--- config.mk ---
export PLATFORM = sky130hd
export DESIGN_NAME = extended_gcd_bezout_top
export DESIGN_NICKNAME = d
export VERILOG_FILES = /design/src/sv/ebz_pkg.sv /design/src/sv/ebz_div.sv /design/src/sv/extended_gcd_bezout_top.sv
export SDC_FILE = /design/constraint.sdc
export NUM_CORES = 2
export LEC_CHECK = 0
export ABC_AREA = 1
export BUFFER_PORTS_ARGS = -buffer_cell sky130_fd_sc_hd__clkbuf_2
export CORE_MARGIN = 4
export CORE_UTILIZATION = 58
export DETAILED_ROUTE_END_ITERATION = 10
export PLACE_DENSITY = 0.88
export SLEW_MARGIN = 25
export SYNTH_ARGS = -nofsm -noshare
export SYNTH_HDL_FRONTEND = slang
export SYNTH_SLANG_ARGS = --single-unit
--- constraint.sdc ---
create_clock -name clk -period 7.35 [get_ports clk]
set_input_delay 1.1025 -clock clk [delete_from_list [all_inputs] [get_ports clk]]
set_output_delay 1.1025 -clock clk [all_outputs]
set_load 0.03 [all_outputs]
--- src/sv/ebz_pkg.sv ---
// Shared field widths and types for the extended GCD block.
package ebz_pkg;

    localparam int IN_W    = 31;
    localparam int COEFF_W = 32;
    localparam int GCD_W   = 31;

    typedef logic [IN_W-1:0]    operand_t;
    typedef logic [COEFF_W-1:0] coeff_t;
    typedef logic [GCD_W-1:0]   gcd_t;

endpackage

--- src/sv/ebz_div.sv ---
// Iterative restoring divider, one quotient bit per cycle.
module ebz_div #(
    parameter int W = 31
) (
    input  logic         clk,
    input  logic         rst_n,
    input  logic         start,
    input  logic [W-1:0] dividend,
    input  logic [W-1:0] divisor,
    output logic         busy,
    output logic [W-1:0] quotient,
    output logic [W-1:0] remainder
);

    localparam int CW = $clog2(W + 1);

    logic [W-1:0]  rem_reg;
    logic [W-1:0]  quot_reg;
    logic [W-1:0]  dsr_reg;
    logic [CW-1:0] cnt_reg;
    logic          busy_reg;
    logic [W:0]    shifted;
    logic [W:0]    trial;

    assign shifted = {rem_reg, quot_reg[W-1]};
    assign trial   = shifted - {1'b0, dsr_reg};

    always_ff @(posedge clk or negedge rst_n)
    begin
        if (!rst_n)
        begin
            busy_reg <= 1'b0;
            cnt_reg  <= '0;
        end
        else if (start)
        begin
            busy_reg <= 1'b1;
            cnt_reg  <= CW'(W);
        end
        else if (busy_reg)
        begin
            cnt_reg <= cnt_reg - 1'b1;
            if (cnt_reg == CW'(1))
            begin
                busy_reg <= 1'b0;
            end
        end
    end

    always_ff @(posedge clk)
    begin
        if (start)
        begin
            rem_reg  <= '0;
            quot_reg <= dividend;
            dsr_reg  <= divisor;
        end
        else if (busy_reg)
        begin
            // trial MSB set means the subtraction went negative: restore
            if (!trial[W])
            begin
                rem_reg  <= trial[W-1:0];
                quot_reg <= {quot_reg[W-2:0], 1'b1};
            end
            else
            begin
                rem_reg  <= shifted[W-1:0];
                quot_reg <= {quot_reg[W-2:0], 1'b0};
            end
        end
    end

    assign busy      = busy_reg;
    assign quotient  = quot_reg;
    assign remainder = rem_reg;

endmodule

--- src/sv/extended_gcd_bezout_top.sv ---
// Extended GCD: Bezout coefficients and gcd of two operands, forward iteration.
// Each Euclid step runs a test, the bit-serial divider, a divider-done check,
// two multiplies and the update; there are up to about 46 steps for 31-bit operands.
// One request at a time; the next is taken once the result is in the output register.
// Reset (rst_n, async low) returns the sequencer to idle and drops the output valid.
module extended_gcd_bezout_top
    import ebz_pkg::*;
#(
    parameter int OPERAND_BITS = 31
) (
    input  logic     clk,
    input  logic     rst_n,
    input  logic     in_valid,
    output logic     in_stall,
    input  operand_t first_operand,
    input  operand_t second_operand,
    output logic     out_valid,
    input  logic     out_stall,
    output coeff_t   coeff_first,
    output coeff_t   coeff_second,
    output gcd_t     common_divisor
);

    localparam int W   = OPERAND_BITS;
    localparam int EXT = (W > IN_W) ? W : IN_W;
    localparam int QE  = (W > COEFF_W) ? W : COEFF_W;
    localparam int GE  = (W > GCD_W) ? W : GCD_W;

    localparam logic [2:0] S_IDLE   = 3'd0;
    localparam logic [2:0] S_CHECK  = 3'd1;
    localparam logic [2:0] S_DIV    = 3'd2;
    localparam logic [2:0] S_MULX   = 3'd3;
    localparam logic [2:0] S_MULY   = 3'd4;
    localparam logic [2:0] S_UPD    = 3'd5;
    localparam logic [2:0] S_FINISH = 3'd6;

    logic [2:0]   state_reg;
    logic [2:0]   state_next;

    logic [W-1:0] r_prev_reg;
    logic [W-1:0] r_cur_reg;
    coeff_t       xp_reg;
    coeff_t       yp_reg;
    coeff_t       xc_reg;
    coeff_t       yc_reg;
    coeff_t       x_new_reg;
    coeff_t       prod_reg;

    coeff_t       coeff_first_reg;
    coeff_t       coeff_second_reg;
    gcd_t         gcd_reg;
    logic         out_valid_reg;

    logic [EXT-1:0] a_ext;
    logic [EXT-1:0] b_ext;
    logic [QE-1:0]  q_ext;
    logic [GE-1:0]  g_ext;
    coeff_t         q32;
    coeff_t         mul_b;
    logic [2*COEFF_W-1:0] mul_full;

    logic         div_start;
    logic         div_busy;
    logic [W-1:0] div_quot;
    logic [W-1:0] div_rem;

    logic         accept;
    logic         load_out;

    ebz_div #(
        .W (W)
    ) u_div (
        .clk       (clk),
        .rst_n     (rst_n),
        .start     (div_start),
        .dividend  (r_prev_reg),
        .divisor   (r_cur_reg),
        .busy      (div_busy),
        .quotient  (div_quot),
        .remainder (div_rem)
    );

    assign a_ext = EXT'(first_operand);
    assign b_ext = EXT'(second_operand);

    // coefficients are only kept mod 2^32, so the low quotient bits suffice
    assign q_ext    = QE'(div_quot);
    assign q32      = q_ext[COEFF_W-1:0];
    assign mul_b    = (state_reg == S_MULX) ? xc_reg : yc_reg;
    assign mul_full = q32 * mul_b;

    assign g_ext = GE'(r_prev_reg);

    assign accept    = in_valid && !in_stall;
    assign in_stall  = (state_reg != S_IDLE);
    assign div_start = (state_reg == S_CHECK) && (r_cur_reg != '0);
    assign load_out  = (state_reg == S_FINISH) && (!out_valid_reg || !out_stall);

    always_comb
    begin
        state_next = state_reg;
        unique case (state_reg)
            S_IDLE:
            begin
                if (in_valid)
                begin
                    state_next = S_CHECK;
                end
            end
            S_CHECK:
            begin
                state_next = (r_cur_reg == '0) ? S_FINISH : S_DIV;
            end
            S_DIV:
            begin
                if (!div_busy)
                begin
                    state_next = S_MULX;
                end
            end
            S_MULX:   state_next = S_MULY;
            S_MULY:   state_next = S_UPD;
            S_UPD:    state_next = S_CHECK;
            S_FINISH:
            begin
                if (load_out)
                begin
                    state_next = S_IDLE;
                end
            end
            default:  state_next = S_IDLE;
        endcase
    end

    always_ff @(posedge clk or negedge rst_n)
    begin
        if (!rst_n)
        begin
            state_reg     <= S_IDLE;
            out_valid_reg <= 1'b0;
        end
        else
        begin
            state_reg <= state_next;
            if (load_out)
            begin
                out_valid_reg <= 1'b1;
            end
            else if (!out_stall)
            begin
                out_valid_reg <= 1'b0;
            end
        end
    end

    always_ff @(posedge clk)
    begin
        if (accept)
        begin
            r_prev_reg <= b_ext[W-1:0];
            r_cur_reg  <= a_ext[W-1:0];
            xp_reg     <= '0;
            yp_reg     <= COEFF_W'(1);
            xc_reg     <= COEFF_W'(1);
            yc_reg     <= '0;
        end
        else
        begin
            unique case (state_reg)
                S_MULX:
                begin
                    prod_reg <= mul_full[COEFF_W-1:0];
                end
                S_MULY:
                begin
                    x_new_reg <= xp_reg - prod_reg;
                    prod_reg  <= mul_full[COEFF_W-1:0];
                end
                S_UPD:
                begin
                    r_prev_reg <= r_cur_reg;
                    r_cur_reg  <= div_rem;
                    xp_reg     <= xc_reg;
                    yp_reg     <= yc_reg;
                    xc_reg     <= x_new_reg;
                    yc_reg     <= yp_reg - prod_reg;
                end
                default:
                begin
                end
            endcase
        end

        if (load_out)
        begin
            coeff_first_reg  <= xp_reg;
            coeff_second_reg <= yp_reg;
            gcd_reg          <= g_ext[GCD_W-1:0];
        end
    end

    assign out_valid      = out_valid_reg;
    assign coeff_first    = coeff_first_reg;
    assign coeff_second   = coeff_second_reg;
    assign common_divisor = gcd_reg;

    a_accept_check: assert property (@(posedge clk) disable iff (!rst_n)
        accept |=> (state_reg == S_CHECK))
        else $error("request accepted but sequencer did not start");

    a_div_nonzero: assert property (@(posedge clk) disable iff (!rst_n)
        (state_reg == S_DIV) |-> (r_cur_reg != '0))
        else $error("divide started with zero divisor");

    a_div_idle: assert property (@(posedge clk) disable iff (!rst_n)
        (state_reg != S_DIV) |-> !div_busy)
        else $error("divider busy outside divide phase");

    a_rem_bound: assert property (@(posedge clk) disable iff (!rst_n)
        (state_reg == S_UPD) |-> (div_rem < r_cur_reg))
        else $error("remainder not below divisor");

endmodule

# Yosys cells after proc, flatten, opt, wreduce, memory -nomap -nowiden

Index checks and enable logic that the tools add are counted.
W data, S select, Z words.

Register bits: 452
Output and inout bits: 97
Word-level logic and storage cells: 73

$add $sub $neg: 4
Multiply operators: 1
Equal/unequal tests: 11
Muxes and demuxes: 21
Bitwise operators: 1
Reduce and logical (&&, ||, !) cells: 17

Operator list:

| kind                  | count |
|---|---|
| $mux W31              | 7 |
| $sub A32 B32 Y32      | 2 |
| $mul A31 B32 Y32      | 1 |
| $mux W32              | 1 |
| $sub A32 B31 Y32      | 1 |
| $logic_not A31 Y1     | 1 |
| $reduce_bool A31 Y1   | 1 |
| $pmux W3 S7           | 1 |
| $mux W3               | 4 |
| $mux W5               | 2 |
| $eq A3 B3 Y1 const B  | 3 |
| $eq A3 B2 Y1 const B  | 2 |
| $mux W1               | 6 |
| $ne A2 B2 Y1 const B  | 3 |
| $eq A5 B1 Y1 const B  | 1 |
| $sub A5 B1 Y5 const B | 1 |
| $reduce_and A2 Y1     | 2 |
| $reduce_bool A2 Y1    | 2 |
| $eq A3 B1 Y1 const B  | 1 |
| $logic_and A1 B1 Y1   | 3 |
| $logic_not A1 Y1      | 3 |
| $logic_not A3 Y1      | 1 |
| $reduce_and A3 Y1     | 1 |
| $reduce_bool A3 Y1    | 1 |
| other kinds (4)       | 4 |

# Depth between registers and ports, before layout

Depth after elaboration: 5
Mapped depth: 37
Mapped depth without buffers: 34

# By module

From an unflattened synthesis, not the netlist that was laid out.

Cell total of the unflattened synthesis: 4451
Area, all modules: 37996.4 um2

By module, submodules not included:

| module                  | instances | cells an instance | area each (um2) | seq. area each (um2) |
|---|---|---|---|---|
| extended_gcd_bezout_top | 1         | 3471              | 31183.7         | 9298.9 |
| ebz_div                 | 1         | 980               | 6812.8          | 2632.5 |

# Worst setup path before layout

No wires, ideal clock.

Kind: reg2reg
From: reg state_reg[2]
To: reg prod_reg[30], data pin
Library setup time: 0.265 ns
Arrival time: 6.871 ns
Required time: 7.085 ns
Slack: 0.214 ns
Stages on the path, launching flop included: 34
Path buffers: 2
Clock period less this slack: 7.136 ns
Cell sequence: dfrtp_1 -> inv_4 -> nand3_4 -> buf_6 -> nand2_1 -> o21ai_4 -> inv_1 -> clkbuf_1 -> nand2_1 -> fa_1 -> inv_1 -> fa_1 -> fa_1 -> inv_1 -> fa_1 -> inv_1 -> fa_1 -> fa_1 -> fa_1 -> inv_1 -> fa_1 -> inv_1 -> ha_1 -> nand2_1 -> inv_1 -> nand3_1 -> nor3_1 -> nand4_1 -> nand3_1 -> nand3_1 -> nand2_1 -> a31oi_1 -> o21ai_0 -> xor2_1

Longest elaborated chain between the ends: 3

RTL lines:

| element                | line                           | source |
|---|---|---|
| from (decl)            | extended_gcd_bezout_top.sv:37  | `logic [2:0] state_reg;` |
| from (signal assigned) | extended_gcd_bezout_top.sv:144 | `state_reg <= state_next;` |
| $eq A3 B2 Y1           | extended_gcd_bezout_top.sv:89  | `assign mul_b = (state_reg == S_MULX) ? xc_reg : yc_reg;` |
| $mux W32               | extended_gcd_bezout_top.sv:89  |  |
| $mul A31 B32 Y32       | extended_gcd_bezout_top.sv:90  | `assign mul_full = q32 * mul_b;` |
| net mul_full[30]       | extended_gcd_bezout_top.sv:60  | `logic [2*COEFF_W-1:0] mul_full;` |
| to (signal assigned)   | extended_gcd_bezout_top.sv:172 | `prod_reg <= mul_full[COEFF_W-1:0];` |
| to (signal assigned)   | extended_gcd_bezout_top.sv:177 | `prod_reg <= mul_full[COEFF_W-1:0];` |
| to (decl)              | extended_gcd_bezout_top.sv:47  | `coeff_t prod_reg;` |

The timed path passes the listed nets, and every way through them passes these cells.
A chain may end at the register's enable or synchronous reset.

# Final worst setup path

Same ends and word-level chain as after synthesis.

==> impl_metrics.py <==
metrics = {
    "worst_setup_path": {
        "path_class": "reg2reg",
        "slowest_stage": "fa_1",
        "critPathCapture": "prod_reg[30]",
        "crit_fanout": 8,
        "slowest_delay_ns": 0.56,
        "worstPathArrival_ns": 7.71,
        "crit_start": "state_reg[2]",
        "critPathLaunchType": "flip-flop",
        "timing.rr.start": "state_reg[2]",
        "critical_path_required_ns": 7.69,
        "worstRegToRegCells": 27,
        "path_common_cell": "fa_1",
        "r2r_slack_ns": -0.02,
        "crit_path_end_kind": "flip-flop",
        "rr_endpoint": "prod_reg[30]",
    },
    "clocking": {
        "insertion_delay_ns": 0.61,
        "cts-root-buf": "clkbuf_16",
        "clock-sinks": 452,
        "numCtsBuffers": 48,
        "cts.clk_slew.worst_paths_ns": 0.07,
        "cts_tree": "done",
        "cts_buffer_depth": 3,
        "ctsHoldBuffers": 0,
        "htree_levels": 2,
    },
    "hold_path": {
        "hold_class": "in2async",
    },
    "floorplanning": {
        "initial_core_util_pct": 59.03,
        "die_x_um": 259.5,
        "coreArea_mm2": 0.06217,
        "ios": 163,
        "rows": 91,
        "dieArea_mm2": 0.06736,
        "chipHeight_um": 259.5,
    },
    "global_routing": {
        "grt_start_max_net_pins": 94,
        "grt_pass1_vias": 30860,
        "grt_pass1_wl_um": 175500,
        "grt_antenna_before_repair": 5,
        "grt_use_total_pct": 33.99,
        "overflow": 0,
    },
    "finish": {
        "final_cell_area_mm2": 0.04200,
        "area.growth.synth_to_final_pct": 14.44,
        "num-nets-final": 5216,
        "nFillCells": 4852,
        "utilization_pct": 67.56,
        "drive_gt1_share_pct": 13.02,
    },
    "placement": {
        "routabilityCongestion": 1.020,
        "dp.final_hpwl_um": 90430,
        "place_area_mm2": 0.03952,
        "port_buffers": 162,
        "dp_slack_ns": -0.1105,
    },
    "route": {
        "vias": 30950,
        "viasPerCell": 5.730,
        "wire_per_inst_um": 21.39,
        "first_iter_violations": 3730,
        "drc": 0,
        "ant_nets": 0,
        "wl_um": 115500,
        "drt-pass1-iter-count": 9,
    },
    "logic_synthesis": {
        "synth_edf_count": 283,
        "synth_warnings": 0,
        "synthMuxAreaShare_pct": 0,
        "synth_commonest_cells": "nand2_1 (1,063), inv_1 (778), fa_1 (412)",
        "synthFlopType": "edfxtp_1",
        "yosysSeqAreaShare_pct": 32.51,
        "synth.net_count": 4938,
        "synth_xor_area_share_pct": 2.697,
        "synth_top_cell_by_area": "edfxtp_1",
        "synth_seq_cells": 452,
        "ys_async_sr_fraction_pct": 2.212,
        "synth_top_area_share_pct": 23.16,
        "yosysMostFrequentCell": "nand2_1",
        "syn_area_per_cell_um2": 8.646,
        "syn_inst": 4245,
        "netlist_area_mm2": 0.03670,
        "synth-compound-area-share_pct": 7.732,
        "ys_types": 53,
        "synth_area_leaders": "edfxtp_1 (23%), fa_1 (22%), nand2_1 (11%)",
        "synthSimpleGateAreaFrac_pct": 17.56,
        "synth_top_family_by_area": "adder cells",
        "synth-adder-area-share_pct": 29.80,
    },
    "run_status": {
        "outcome": "complete, but fails checks",
        "violations": "setup timing",
    },
    "timing": {
        "finalMaxSlewViolations": 0,
        "whs_ns": 0.3866,
        "relSlewSlack_pct": 32.87,
        "grt_setup_unrepaired": "true",
        "fin_ws_ns": -0.01716,
        "max_freq_ghz": 0.1357,
        "finalHoldViolations": 0,
        "fin_crit_sh_pct": 100.2,
        "worst_pin_slew_ns": 1.007,
        "fin_crit_ns": 7.367,
        "finalSetupViolations": 1,
        "fin_skew_ns": 0.03041,
    },
    "flow_run": {
        "drv_cap": 0,
    },
}
layer usage:
| metal | vias to the layer above | wire [um] | global-route usage, % |
|---|---|---|---|
| li1 | 13800 | - | - |
| met1 | 14820 | 41710 | 43.36 |
| met2 | 1857 | 53430 | 55.01 |
| met3 | 471 | 12470 | 7.131 |
| met4 | 4 | 7927 | 17.76 |
| met5 | - | 21 | 0 |
critical path, delay by kind of cell, from the launching register on:
kind | cells | cell delay [ns]
compound gates | 3 | 0.67
simple gates | 4 | 0.34
buf+inv | 10 | 1.15
fa+ha+maj | 9 | 4.37
xor+xnor | 1 | 0.15
flops | 1 | 0.43
what timing repair did:
| item | in CTS | in global routing |
|---|---|---|
| gates cloned | 0 | 2 |
| pin swaps | 0 | 57 |
| buffers inserted | 0 | 23 |
| resized for setup | 4 | 152 |
| setup endpoints to repair | 5 | 13 |
placed cells by master, fill, tap and decap left out, types with 14 or more instances in the layout:
| master | synthesis | final |
|---|---|---|
| dfxtp_1 | 159 | 159 |
| edfxtp_1 | 283 | 283 |
| fa_1 | 412 | 399 |
| nor2_1 | 357 | 339 |
| xor2_1 | 72 | 72 |
| o21ai_0 | 233 | 226 |
| xnor2_1 | 41 | 40 |
| buf_4 | 4 | 173 |
| nand3_1 | 131 | 126 |
| clkbuf_2 | 0 | 162 |
| a21oi_1 | 127 | 117 |
| ha_1 | 215 | 203 |
| nor2_2 | 4 | 16 |
| inv_1 | 778 | 754 |
| o21bai_1 | 26 | 25 |
| nand2_2 | 9 | 16 |
| clkbuf_16 | 0 | 51 |
| nand2_1 | 1063 | 1048 |
| o211ai_1 | 22 | 22 |
| a21o_1 | 14 | 14 |
| nor3_1 | 20 | 18 |
| buf_12 | 0 | 15 |
| inv_2 | 5 | 26 |
stage by stage:
stage | cells | setup TNS [ns]
finish | 5402 | -0.01716
global route | 5402 | -1.024
CTS | 5374 | 0
detailed placement | 5284 | -0.3872
global placement | 5284 | 0
floorplan | 4245 | 0
cell families after synthesis:
family / after synthesis
AND/OR/NAND/NOR: 1624
AO/OA/AOI/OAI: 497
flip-flops: 452
buffers and inverters: 932
XOR/XNOR: 113
adder cells (fa/ha/maj): 627
area by class of cell:
type | count | area, um2 | area share (%)
diodes | 2 | 5.005 | 0.01192
clock buffers | 60 | 1287 | 3.065
clock inverters | 30 | 335.3 | 0.7984
inverters | 793 | 3005 | 7.156
multi-input cells | 2861 | 21740 | 51.76
flip-flops and latches | 452 | 11930 | 28.41
well taps | 837 | 1047 | 2.493
repair buffers | 367 | 2649 | 6.307
worst min path at each step:
| stage | start | cells past startpoint | slack, ns | to |
|---|---|---|---|---|
| floorplan | xp_reg[0] | 0 | 0.41 | coeff_first[0] |
| global placement | xp_reg[0] | 0 | 0.42 | coeff_first[0] |
| detailed placement | x_new_reg[23] | 2 | 0.43 | xc_reg[23] |
| CTS | rst_n | 1 | 0.38 | u_div.cnt_reg[1] |
| global route | rst_n | 1 | 0.39 | u_div.cnt_reg[4] |
| finish | rst_n | 1 | 0.39 | u_div.cnt_reg[3] |
Power is not shown: default switching activity piles up to over one toggle a cycle in this logic, so the estimate is an artifact.
